File: src/rtl/strm_pkg.sv
// Shared types and constants for the streaming two-run merger.
package strm_pkg;

    localparam int WORD_W       = 32;
    localparam int QUEUE_DEPTH  = 32;
    localparam int MAX_RESULTS  = 33;
    localparam int CMDQ_DEPTH   = 2;
    localparam int OUTQ_DEPTH   = 4;

    localparam int PTR_W        = $clog2(QUEUE_DEPTH);
    localparam int LEN_W        = $clog2(QUEUE_DEPTH + 1);
    localparam int TAKEN_W      = $clog2(QUEUE_DEPTH + 2);
    localparam int EMIT_W       = $clog2(MAX_RESULTS);
    localparam int CMDQ_PTR_W   = $clog2(CMDQ_DEPTH);
    localparam int CMDQ_CNT_W   = $clog2(CMDQ_DEPTH + 1);
    localparam int OUTQ_PTR_W   = $clog2(OUTQ_DEPTH);
    localparam int OUTQ_CNT_W   = $clog2(OUTQ_DEPTH + 1);

    localparam logic [WORD_W-1:0] END_WORD = 32'hFFFF_FFFF;

    typedef enum logic [1:0] {
        CMD_HEADER = 2'd0,
        CMD_END    = 2'd1,
        CMD_DATA   = 2'd2
    } cmd_kind_t;

    // Header commands carry the clipped run length in the low bits of data.
    typedef struct packed {
        cmd_kind_t          kind;
        logic [WORD_W-1:0]  data;
    } cmd_t;

    typedef struct packed {
        logic [WORD_W-1:0]  value;
        logic               last;
    } result_t;

    typedef enum logic [7:0] {
        PH_WAIT     = 8'b0000_0001,
        PH_FETCH_A  = 8'b0000_0010,
        PH_FETCH_B  = 8'b0000_0100,
        PH_COMPARE  = 8'b0000_1000,
        PH_DFETCH_A = 8'b0001_0000,
        PH_DFETCH_B = 8'b0010_0000,
        PH_DRAIN_A  = 8'b0100_0000,
        PH_DRAIN_B  = 8'b1000_0000
    } merge_phase_t;

endpackage

File: src/rtl/strm_intake.sv
// Front end: sorts incoming words into header, terminator and data commands.
module strm_intake (
    input  logic                        clk,
    input  logic                        rst_n,
    input  logic [strm_pkg::WORD_W-1:0] word,
    input  logic                        push,
    output logic                        full,
    output logic                        cmdq_push,
    output strm_pkg::cmd_t              cmdq_cmd,
    input  logic                        cmdq_full
);

    logic                       hdr_mode_reg;
    logic                       hdr_mode_next;
    logic [strm_pkg::LEN_W-1:0] hdr_len;

    assign full      = cmdq_full;
    assign cmdq_push = push && !cmdq_full;

    // zero acts as one, anything above the queue depth clips to it
    always_comb
    begin
        if (word == '0)
            hdr_len = strm_pkg::LEN_W'(1);
        else if (word > strm_pkg::WORD_W'(strm_pkg::QUEUE_DEPTH))
            hdr_len = strm_pkg::LEN_W'(strm_pkg::QUEUE_DEPTH);
        else
            hdr_len = word[strm_pkg::LEN_W-1:0];
    end

    always_comb
    begin
        hdr_mode_next = hdr_mode_reg;
        cmdq_cmd.data = word;
        if (hdr_mode_reg)
        begin
            cmdq_cmd.kind = strm_pkg::CMD_HEADER;
            cmdq_cmd.data = strm_pkg::WORD_W'(hdr_len);
            hdr_mode_next = 1'b0;
        end
        else if (word == strm_pkg::END_WORD)
        begin
            cmdq_cmd.kind = strm_pkg::CMD_END;
            hdr_mode_next = 1'b1;
        end
        else
        begin
            cmdq_cmd.kind = strm_pkg::CMD_DATA;
        end
    end

    always_ff @(posedge clk or negedge rst_n)
    begin
        if (!rst_n)
            hdr_mode_reg <= 1'b1;
        else if (cmdq_push)
            hdr_mode_reg <= hdr_mode_next;
    end

endmodule

File: src/rtl/strm_cmd_queue.sv
// Short command queue between the intake front end and the merge engine.
module strm_cmd_queue (
    input  logic           clk,
    input  logic           rst_n,
    input  logic           push,
    input  strm_pkg::cmd_t push_cmd,
    output logic           full,
    input  logic           pop,
    output strm_pkg::cmd_t head_cmd,
    output logic           empty
);

    strm_pkg::cmd_t                  slot_reg [strm_pkg::CMDQ_DEPTH];
    logic [strm_pkg::CMDQ_PTR_W-1:0] wr_ptr_reg;
    logic [strm_pkg::CMDQ_PTR_W-1:0] rd_ptr_reg;
    logic [strm_pkg::CMDQ_CNT_W-1:0] count_reg;
    logic                            do_push;
    logic                            do_pop;

    assign full     = (count_reg == strm_pkg::CMDQ_CNT_W'(strm_pkg::CMDQ_DEPTH));
    assign empty    = (count_reg == '0);
    assign head_cmd = slot_reg[rd_ptr_reg];
    assign do_push  = push && !full;
    assign do_pop   = pop && !empty;

    always_ff @(posedge clk)
    begin
        if (do_push)
            slot_reg[wr_ptr_reg] <= push_cmd;
    end

    always_ff @(posedge clk or negedge rst_n)
    begin
        if (!rst_n)
        begin
            wr_ptr_reg <= '0;
            rd_ptr_reg <= '0;
            count_reg  <= '0;
        end
        else
        begin
            if (do_push)
                wr_ptr_reg <= (wr_ptr_reg == strm_pkg::CMDQ_PTR_W'(strm_pkg::CMDQ_DEPTH - 1))
                              ? '0 : wr_ptr_reg + 1'b1;
            if (do_pop)
                rd_ptr_reg <= (rd_ptr_reg == strm_pkg::CMDQ_PTR_W'(strm_pkg::CMDQ_DEPTH - 1))
                              ? '0 : rd_ptr_reg + 1'b1;
            if (do_push && !do_pop)
                count_reg <= count_reg + 1'b1;
            else if (do_pop && !do_push)
                count_reg <= count_reg - 1'b1;
        end
    end

endmodule

File: src/rtl/strm_engine.sv
// Back end: run queues, merge sequencer and result queue.
module strm_engine (
    input  logic                        clk,
    input  logic                        rst_n,
    input  strm_pkg::cmd_t              cmd,
    input  logic                        cmd_empty,
    output logic                        cmd_pop,
    output logic [strm_pkg::WORD_W-1:0] merged_value,
    output logic                        group_end,
    output logic                        empty,
    input  logic                        pop
);

    // run queues
    logic [strm_pkg::WORD_W-1:0] mem_a [strm_pkg::QUEUE_DEPTH];
    logic [strm_pkg::WORD_W-1:0] mem_b [strm_pkg::QUEUE_DEPTH];
    logic [strm_pkg::PTR_W-1:0]  a_wr_ptr_reg, a_rd_ptr_reg;
    logic [strm_pkg::PTR_W-1:0]  b_wr_ptr_reg, b_rd_ptr_reg;
    logic [strm_pkg::LEN_W-1:0]  a_cnt_reg, b_cnt_reg;
    logic [strm_pkg::WORD_W-1:0] head_a_reg, head_b_reg;
    logic                        a_wr, b_wr, a_rd, b_rd;

    // sequencer
    strm_pkg::merge_phase_t       phase_reg, phase_next;
    logic                         run_reg, run_next;
    logic                         to_b_reg, to_b_next;
    logic [strm_pkg::LEN_W-1:0]   len_reg, len_next;
    logic [strm_pkg::TAKEN_W-1:0] taken_a_reg, taken_a_next;
    logic [strm_pkg::TAKEN_W-1:0] taken_b_reg, taken_b_next;
    logic [strm_pkg::EMIT_W-1:0]  emit_cnt_reg, emit_cnt_next;
    logic [strm_pkg::TAKEN_W-1:0] len_ext;
    logic                         a_empty, b_empty, a_full, b_full;

    // result queue
    strm_pkg::result_t               outq_reg [strm_pkg::OUTQ_DEPTH];
    logic [strm_pkg::OUTQ_PTR_W-1:0] oq_wr_ptr_reg, oq_rd_ptr_reg;
    logic [strm_pkg::OUTQ_CNT_W-1:0] oq_cnt_reg;
    logic                            oq_full;
    logic                            res_push;
    logic                            res_pop;
    strm_pkg::result_t               res;

    assign len_ext = strm_pkg::TAKEN_W'(len_reg);
    assign a_empty = (a_cnt_reg == '0);
    assign b_empty = (b_cnt_reg == '0);
    assign a_full  = (a_cnt_reg == strm_pkg::LEN_W'(strm_pkg::QUEUE_DEPTH));
    assign b_full  = (b_cnt_reg == strm_pkg::LEN_W'(strm_pkg::QUEUE_DEPTH));

    always_comb
    begin
        phase_next    = phase_reg;
        run_next      = run_reg;
        to_b_next     = to_b_reg;
        len_next      = len_reg;
        taken_a_next  = taken_a_reg;
        taken_b_next  = taken_b_reg;
        emit_cnt_next = emit_cnt_reg;
        cmd_pop       = 1'b0;
        a_wr          = 1'b0;
        b_wr          = 1'b0;
        a_rd          = 1'b0;
        b_rd          = 1'b0;
        res_push      = 1'b0;
        res.value     = head_a_reg;
        res.last      = 1'b0;

        if (!run_reg)
        begin
            // apply one command, then let the merge run until it stalls or hits the burst cap
            if (!cmd_empty)
            begin
                cmd_pop       = 1'b1;
                run_next      = 1'b1;
                emit_cnt_next = '0;
                case (cmd.kind)
                    strm_pkg::CMD_HEADER:
                    begin
                        len_next  = cmd.data[strm_pkg::LEN_W-1:0];
                        to_b_next = 1'b0;
                    end
                    strm_pkg::CMD_DATA:
                    begin
                        // a word for a full queue is dropped; target stays
                        if (to_b_reg)
                        begin
                            if (!b_full)
                            begin
                                b_wr      = 1'b1;
                                to_b_next = 1'b0;
                            end
                        end
                        else if (!a_full)
                        begin
                            a_wr      = 1'b1;
                            to_b_next = 1'b1;
                        end
                    end
                    default:
                    begin
                    end
                endcase
            end
        end
        else
        begin
            case (phase_reg)
                strm_pkg::PH_WAIT:
                begin
                    if (a_empty || b_empty)
                        run_next = 1'b0;
                    else
                    begin
                        a_rd         = 1'b1;
                        b_rd         = 1'b1;
                        taken_a_next = strm_pkg::TAKEN_W'(1);
                        taken_b_next = strm_pkg::TAKEN_W'(1);
                        phase_next   = strm_pkg::PH_COMPARE;
                    end
                end
                strm_pkg::PH_FETCH_A:
                begin
                    if (a_empty)
                        run_next = 1'b0;
                    else
                    begin
                        a_rd         = 1'b1;
                        taken_a_next = taken_a_reg + 1'b1;
                        phase_next   = strm_pkg::PH_COMPARE;
                    end
                end
                strm_pkg::PH_FETCH_B:
                begin
                    if (b_empty)
                        run_next = 1'b0;
                    else
                    begin
                        b_rd         = 1'b1;
                        taken_b_next = taken_b_reg + 1'b1;
                        phase_next   = strm_pkg::PH_COMPARE;
                    end
                end
                strm_pkg::PH_COMPARE:
                begin
                    if (!oq_full)
                    begin
                        res_push = 1'b1;
                        if (head_a_reg < head_b_reg)
                        begin
                            res.value  = head_a_reg;
                            phase_next = (taken_a_reg < len_ext) ? strm_pkg::PH_FETCH_A
                                                                 : strm_pkg::PH_DRAIN_B;
                        end
                        else
                        begin
                            res.value  = head_b_reg;
                            phase_next = (taken_b_reg < len_ext) ? strm_pkg::PH_FETCH_B
                                                                 : strm_pkg::PH_DRAIN_A;
                        end
                    end
                end
                strm_pkg::PH_DFETCH_A:
                begin
                    if (a_empty)
                        run_next = 1'b0;
                    else
                    begin
                        a_rd       = 1'b1;
                        phase_next = strm_pkg::PH_DRAIN_A;
                    end
                end
                strm_pkg::PH_DFETCH_B:
                begin
                    if (b_empty)
                        run_next = 1'b0;
                    else
                    begin
                        b_rd       = 1'b1;
                        phase_next = strm_pkg::PH_DRAIN_B;
                    end
                end
                strm_pkg::PH_DRAIN_A:
                begin
                    if (!oq_full)
                    begin
                        res_push     = 1'b1;
                        res.value    = head_a_reg;
                        res.last     = !(taken_a_reg < len_ext);
                        taken_a_next = taken_a_reg + 1'b1;
                        phase_next   = res.last ? strm_pkg::PH_WAIT : strm_pkg::PH_DFETCH_A;
                    end
                end
                strm_pkg::PH_DRAIN_B:
                begin
                    if (!oq_full)
                    begin
                        res_push     = 1'b1;
                        res.value    = head_b_reg;
                        res.last     = !(taken_b_reg < len_ext);
                        taken_b_next = taken_b_reg + 1'b1;
                        phase_next   = res.last ? strm_pkg::PH_WAIT : strm_pkg::PH_DFETCH_B;
                    end
                end
                default:
                begin
                    phase_next = strm_pkg::PH_WAIT;
                end
            endcase

            // burst cap per command
            if (res_push)
            begin
                emit_cnt_next = emit_cnt_reg + 1'b1;
                if (emit_cnt_reg == strm_pkg::EMIT_W'(strm_pkg::MAX_RESULTS - 1))
                    run_next = 1'b0;
            end
        end
    end

    always_ff @(posedge clk or negedge rst_n)
    begin
        if (!rst_n)
        begin
            phase_reg    <= strm_pkg::PH_WAIT;
            run_reg      <= 1'b0;
            to_b_reg     <= 1'b0;
            len_reg      <= '0;
            taken_a_reg  <= '0;
            taken_b_reg  <= '0;
            emit_cnt_reg <= '0;
        end
        else
        begin
            phase_reg    <= phase_next;
            run_reg      <= run_next;
            to_b_reg     <= to_b_next;
            len_reg      <= len_next;
            taken_a_reg  <= taken_a_next;
            taken_b_reg  <= taken_b_next;
            emit_cnt_reg <= emit_cnt_next;
        end
    end

    // queue storage; read data is the head register
    always_ff @(posedge clk)
    begin
        if (a_wr)
            mem_a[a_wr_ptr_reg] <= cmd.data;
        if (a_rd)
            head_a_reg <= mem_a[a_rd_ptr_reg];
    end

    always_ff @(posedge clk)
    begin
        if (b_wr)
            mem_b[b_wr_ptr_reg] <= cmd.data;
        if (b_rd)
            head_b_reg <= mem_b[b_rd_ptr_reg];
    end

    // pushes and pops of a run queue never fall in the same cycle
    always_ff @(posedge clk or negedge rst_n)
    begin
        if (!rst_n)
        begin
            a_wr_ptr_reg <= '0;
            a_rd_ptr_reg <= '0;
            a_cnt_reg    <= '0;
            b_wr_ptr_reg <= '0;
            b_rd_ptr_reg <= '0;
            b_cnt_reg    <= '0;
        end
        else
        begin
            if (a_wr)
            begin
                a_wr_ptr_reg <= (a_wr_ptr_reg == strm_pkg::PTR_W'(strm_pkg::QUEUE_DEPTH - 1))
                                ? '0 : a_wr_ptr_reg + 1'b1;
                a_cnt_reg    <= a_cnt_reg + 1'b1;
            end
            else if (a_rd)
            begin
                a_rd_ptr_reg <= (a_rd_ptr_reg == strm_pkg::PTR_W'(strm_pkg::QUEUE_DEPTH - 1))
                                ? '0 : a_rd_ptr_reg + 1'b1;
                a_cnt_reg    <= a_cnt_reg - 1'b1;
            end
            if (b_wr)
            begin
                b_wr_ptr_reg <= (b_wr_ptr_reg == strm_pkg::PTR_W'(strm_pkg::QUEUE_DEPTH - 1))
                                ? '0 : b_wr_ptr_reg + 1'b1;
                b_cnt_reg    <= b_cnt_reg + 1'b1;
            end
            else if (b_rd)
            begin
                b_rd_ptr_reg <= (b_rd_ptr_reg == strm_pkg::PTR_W'(strm_pkg::QUEUE_DEPTH - 1))
                                ? '0 : b_rd_ptr_reg + 1'b1;
                b_cnt_reg    <= b_cnt_reg - 1'b1;
            end
        end
    end

    // result queue
    assign oq_full      = (oq_cnt_reg == strm_pkg::OUTQ_CNT_W'(strm_pkg::OUTQ_DEPTH));
    assign empty        = (oq_cnt_reg == '0);
    assign res_pop      = pop && !empty;
    assign merged_value = outq_reg[oq_rd_ptr_reg].value;
    assign group_end    = outq_reg[oq_rd_ptr_reg].last;

    always_ff @(posedge clk)
    begin
        if (res_push)
            outq_reg[oq_wr_ptr_reg] <= res;
    end

    always_ff @(posedge clk or negedge rst_n)
    begin
        if (!rst_n)
        begin
            oq_wr_ptr_reg <= '0;
            oq_rd_ptr_reg <= '0;
            oq_cnt_reg    <= '0;
        end
        else
        begin
            if (res_push)
                oq_wr_ptr_reg <= (oq_wr_ptr_reg == strm_pkg::OUTQ_PTR_W'(strm_pkg::OUTQ_DEPTH - 1))
                                 ? '0 : oq_wr_ptr_reg + 1'b1;
            if (res_pop)
                oq_rd_ptr_reg <= (oq_rd_ptr_reg == strm_pkg::OUTQ_PTR_W'(strm_pkg::OUTQ_DEPTH - 1))
                                 ? '0 : oq_rd_ptr_reg + 1'b1;
            if (res_push && !res_pop)
                oq_cnt_reg <= oq_cnt_reg + 1'b1;
            else if (res_pop && !res_push)
                oq_cnt_reg <= oq_cnt_reg - 1'b1;
        end
    end

endmodule

File: src/rtl/streaming_two_run_merger.sv
// Top level of the streaming two-run merger.
//
// The first word after reset, and the first word after each 0xFFFFFFFF
// terminator, is a header giving the run length L (0 reads as 1, values
// above the 32-entry queue depth clip to 32). Following data words go in
// turn to run queue A and run queue B; a word aimed at a full queue is
// dropped and the next data word tries the same queue again. The merge
// engine takes L words from each queue, emits the smaller head (B wins a
// tie) and, once one run is used up, drains the rest of the other;
// group_end marks the last word of each 2L group. A header seen mid-merge
// takes effect at once, and leftover data stays queued for later groups.
// Timing: the front end takes a word in a cycle into a two-entry command
// queue while that queue is not full. The back end is a single sequencer
// that applies each command and then steps the merge: a fetch from a run
// queue and a compare or drain step are separate steps. The sequencer is
// the limit on sustained throughput. Up to 33 merged words are released
// per accepted word; any further ready words follow the next one. Results
// sit in a four-word output queue, so the sequencer keeps working while the
// consumer holds off pop, until that queue fills.
module streaming_two_run_merger (
    input  logic                        clk,
    input  logic                        rst_n,
    input  logic [strm_pkg::WORD_W-1:0] word,
    input  logic                        push,
    output logic                        full,
    output logic [strm_pkg::WORD_W-1:0] merged_value,
    output logic                        group_end,
    output logic                        empty,
    input  logic                        pop
);

    logic           cmdq_push;
    strm_pkg::cmd_t cmdq_in;
    logic           cmdq_full;
    logic           cmdq_pop;
    strm_pkg::cmd_t cmdq_head;
    logic           cmdq_empty;

    // front end: header / terminator / data classification
    strm_intake u_intake (
        .clk       (clk),
        .rst_n     (rst_n),
        .word      (word),
        .push      (push),
        .full      (full),
        .cmdq_push (cmdq_push),
        .cmdq_cmd  (cmdq_in),
        .cmdq_full (cmdq_full)
    );

    // decouples intake from the merge sequencer
    strm_cmd_queue u_cmd_queue (
        .clk      (clk),
        .rst_n    (rst_n),
        .push     (cmdq_push),
        .push_cmd (cmdq_in),
        .full     (cmdq_full),
        .pop      (cmdq_pop),
        .head_cmd (cmdq_head),
        .empty    (cmdq_empty)
    );

    // back end: run queues, merge and result queue
    strm_engine u_engine (
        .clk          (clk),
        .rst_n        (rst_n),
        .cmd          (cmdq_head),
        .cmd_empty    (cmdq_empty),
        .cmd_pop      (cmdq_pop),
        .merged_value (merged_value),
        .group_end    (group_end),
        .empty        (empty),
        .pop          (pop)
    );

endmodule

File: config.mk
export PLATFORM = sky130hd
export DESIGN_NAME = streaming_two_run_merger
export DESIGN_NICKNAME = d
export VERILOG_FILES = /design/src/rtl/strm_pkg.sv /design/src/rtl/strm_intake.sv /design/src/rtl/strm_cmd_queue.sv /design/src/rtl/strm_engine.sv /design/src/rtl/streaming_two_run_merger.sv
export SDC_FILE = /design/constraint.sdc
export NUM_CORES = 2
export LEC_CHECK = 0
export ABC_AREA = 1
export BUFFER_PORTS_ARGS = -buffer_cell sky130_fd_sc_hd__buf_2
export CAP_MARGIN = 20
export CORE_UTILIZATION = 59
export CTS_BUF_LIST = sky130_fd_sc_hd__clkbuf_8
export CTS_CLUSTER_DIAMETER = 100
export DETAILED_ROUTE_END_ITERATION = 8
export HOLD_SLACK_MARGIN = 0.15
export PLACE_DENSITY = 0.82
export SETUP_SLACK_MARGIN = 0.2
export SLEW_MARGIN = 20
export SYNTH_ARGS = -nofsm -noshare
export SYNTH_HDL_FRONTEND = slang
export SYNTH_SLANG_ARGS = --single-unit
File: constraint.sdc
create_clock -name clk -period 3.7 [get_ports clk]
set_input_delay 0.37 -clock clk [delete_from_list [all_inputs] [get_ports clk]]
set_output_delay 0.37 -clock clk [all_outputs]
set_load 0.01 [all_outputs]
==> metrics.txt <==
iteration count of the initial detailed-routing pass=7; Core ar.=161000 um2; htree depth=5; Routed Antenna Nets=0; Fillers=a little over 10000; worst hold slack=0.242 ns; syn avg cell area=13.2 um2; Peak Freq=0.300 GHz; IO Pins=71; CTS clk-pin slew, worst paths=0.06 ns; RePlAce Congestion=between 0.9 and 1; setup violators final=0; largest net degree at the start of global routing=135; Num CTS Buffers=375; TNS Setup=0 ns; maxcap violations=0; initial DRC count=11000; final worst path period share=90.0%; drt drc=0; GRT overflow=0; Worst Path Max Fanout=36; Leak=around 36 nW; Area after DPL=101000 um2; Root Driver=clkbuf_8; RSZ-0062 raised after global routing=no; Clock Sinks=2390; final hold vios=0; Min-Delay Path Depth=4; worst-margin pin slew=1.23 ns; CP endpoint kind=flip-flop; top post-synthesis cells by count=edfxtp_1, nor2_1, o21ai_0, o221ai_1, nand2_1; Synth Area in XOR/XNOR=0.219%; Rows=between 100 and 150; Critical Path Source Type=flip-flop; DIE HEIGHT=slightly above 400 um; Post-Route Utilization=around two thirds; mux cell area share after synthesis=less than 1%; P&R area growth vs syn=12.8%; minimum clock period=3.33 ns; status=complete, no violations; WL final=269000 um; most instantiated library cell after synthesis=edfxtp_1; Slew headroom=17.3%; Nets=7694; Die ar.=approximately 160000 um2; Total GRT Usage=approximately 32%; Non-Filler Instances=10000; first-pass GRT wire length=approximately 390000 um; number of vias per cell=6.64; worst min path class=input pin to flip-flop; port bufs=70; peak supply drop=about 0.65 mV; Synth Cell Area=96000 um2; Die Span X=405 um; WL/cell=26.8 um; Cell variety after synth=54; Tot Pwr=90.8 mW; adder-cell share of the synthesized area=1.03%; largest cells by area after synthesis=edfxtp_1, o21ai_0, nor2_1; area share of the largest cell type after synthesis=72.3%; Worst EP required=4.48 ns; Setup WS pre-CTS=0.0977 ns; Seq/Total Area, Yosys=74.4%; compound-gate portion of the synthesized area=12.8%; Post-Syn Nets=7409; area leader, netlist=edfxtp_1; setup ws final=about 0.37 ns; Finished Cell Area=roughly 110000 um2; power per cell area=839 nW/um2; clock skew=0.0950 ns; largest family of logic cells by synthesized area=compound AO/OA/AOI/OAI gates; Yosys warning count=0; layout cells sized above 1=12.4%; Vias=66500; Primary FF master, synth=edfxtp_1; Reg2Reg Depth=8; CTS Buffer Depth=4; Post-Synthesis Cells=about 7300; Post-synth EDFFs=2312; Slew Viols, Final=0; Detailed Place HPWL=157000 um; simple-gate portion of the synthesized area=8.63%; Initial Utilization=59.6%; Crit Path Category=flip-flop to flip-flop; initial antenna violation count=23; fraction of registers with async set/reset=between 3 and 4%; Clock Latency Late Sink=1.08 ns; Seq cells post-synth=2390; dpl cells=9316; CTS tree=done; crit path DAT=roughly 4.1 ns; via count of the first global-routing pass=64200
## report_power, final
part	leakage (nW)	switching (mW)	internal, mW
Clock	3.84	10.0	10.4
Combinational	10.7	24.9	8.55
Sequential	21.9	1.42	35.5
## cells by family after synthesis
group	count (synthesis)
flops	2390
compound gates	2040
buf+inv	711
xor+xnor	24
mux	3
simple gates	2051
fa+ha+maj	77
## cell type report
type / count / area, um2 / area share, %
Antenna cell: 6 / 15.0 / 0.0139
Multi-Input combinational cell: 4195 / 22400 / 20.7
Sequential cell: 2390 / 71400 / 66.0
Clock inverter: 251 / 1280 / 1.18
Timing Repair Buffer: 405 / 4250 / 3.93
Tap cell: 2160 / 2700 / 2.50
Clock buffer: 390 / 5370 / 4.96
Inverter: 214 / 846 / 0.782
## per-layer routing
layer  GRT usage (%)  wire (um)
met4            14.7      11800
met2            47.3     119000
met1            42.9      92100
met3            12.2      45200
met5               0        191
## worst paths after layout
path,to,slack (ns),start
worst min-delay path,u_cmd_queue.slot_reg[1][21],0.24,word[21]
min in group asynchronous,u_intake.hdr_mode_reg,0.57,rst_n
worst max-delay path,u_engine.head_b_reg[27],0.37,u_engine.b_rd_ptr_reg[1]
worst max register to register,u_engine.head_b_reg[27],0.37,u_engine.b_rd_ptr_reg[1]
worst min register to register,u_engine.b_cnt_reg[0],0.52,u_engine.b_cnt_reg[0]
max in group asynchronous,u_engine.b_rd_ptr_reg[2],2.70,rst_n
## cell usage in the layout (no fill, tap or decap), drive strengths merged, types with 3 or more instances in the layout
cell type,n
nand3,201
o221ai,408
dfrtp,76
clkinv,116
a32oi,57
xor2,16
nand2,416
xnor2,8
bufinv,10
a31oi,68
o21ai,1251
inv,332
nor4,12
a21oi,102
dlygate4sd3,44
clkbuf,391
edfxtp,2312
ha,74
buf,360
diode,6
nor2,1377
nand4,21
mux2,3
fa,3
clkinvlp,7
o22ai,142
o211ai,3
nor3,20
## critical path, cell delays in order (launching register included)
cell and delay, ns:
dfrtp_4 0.65, inv_6 0.32, buf_4 0.46, o21ai_0 0.20
o22ai_1 0.16, nor2_1 0.06, nor2_1 0.10, o21ai_0 0.40
a32oi_1 0.63
## repair_timing
item | 4_1_cts | 5_1_grt
resized for setup | 1 | 3
hold buffers | 45 | 0
endpoints found under the hold margin | 167 | 0
pin swaps | 0 | 1
setup endpoints to repair | 1 | 2
buffers inserted | 0 | 2
(Power assumes the default switching activity.)
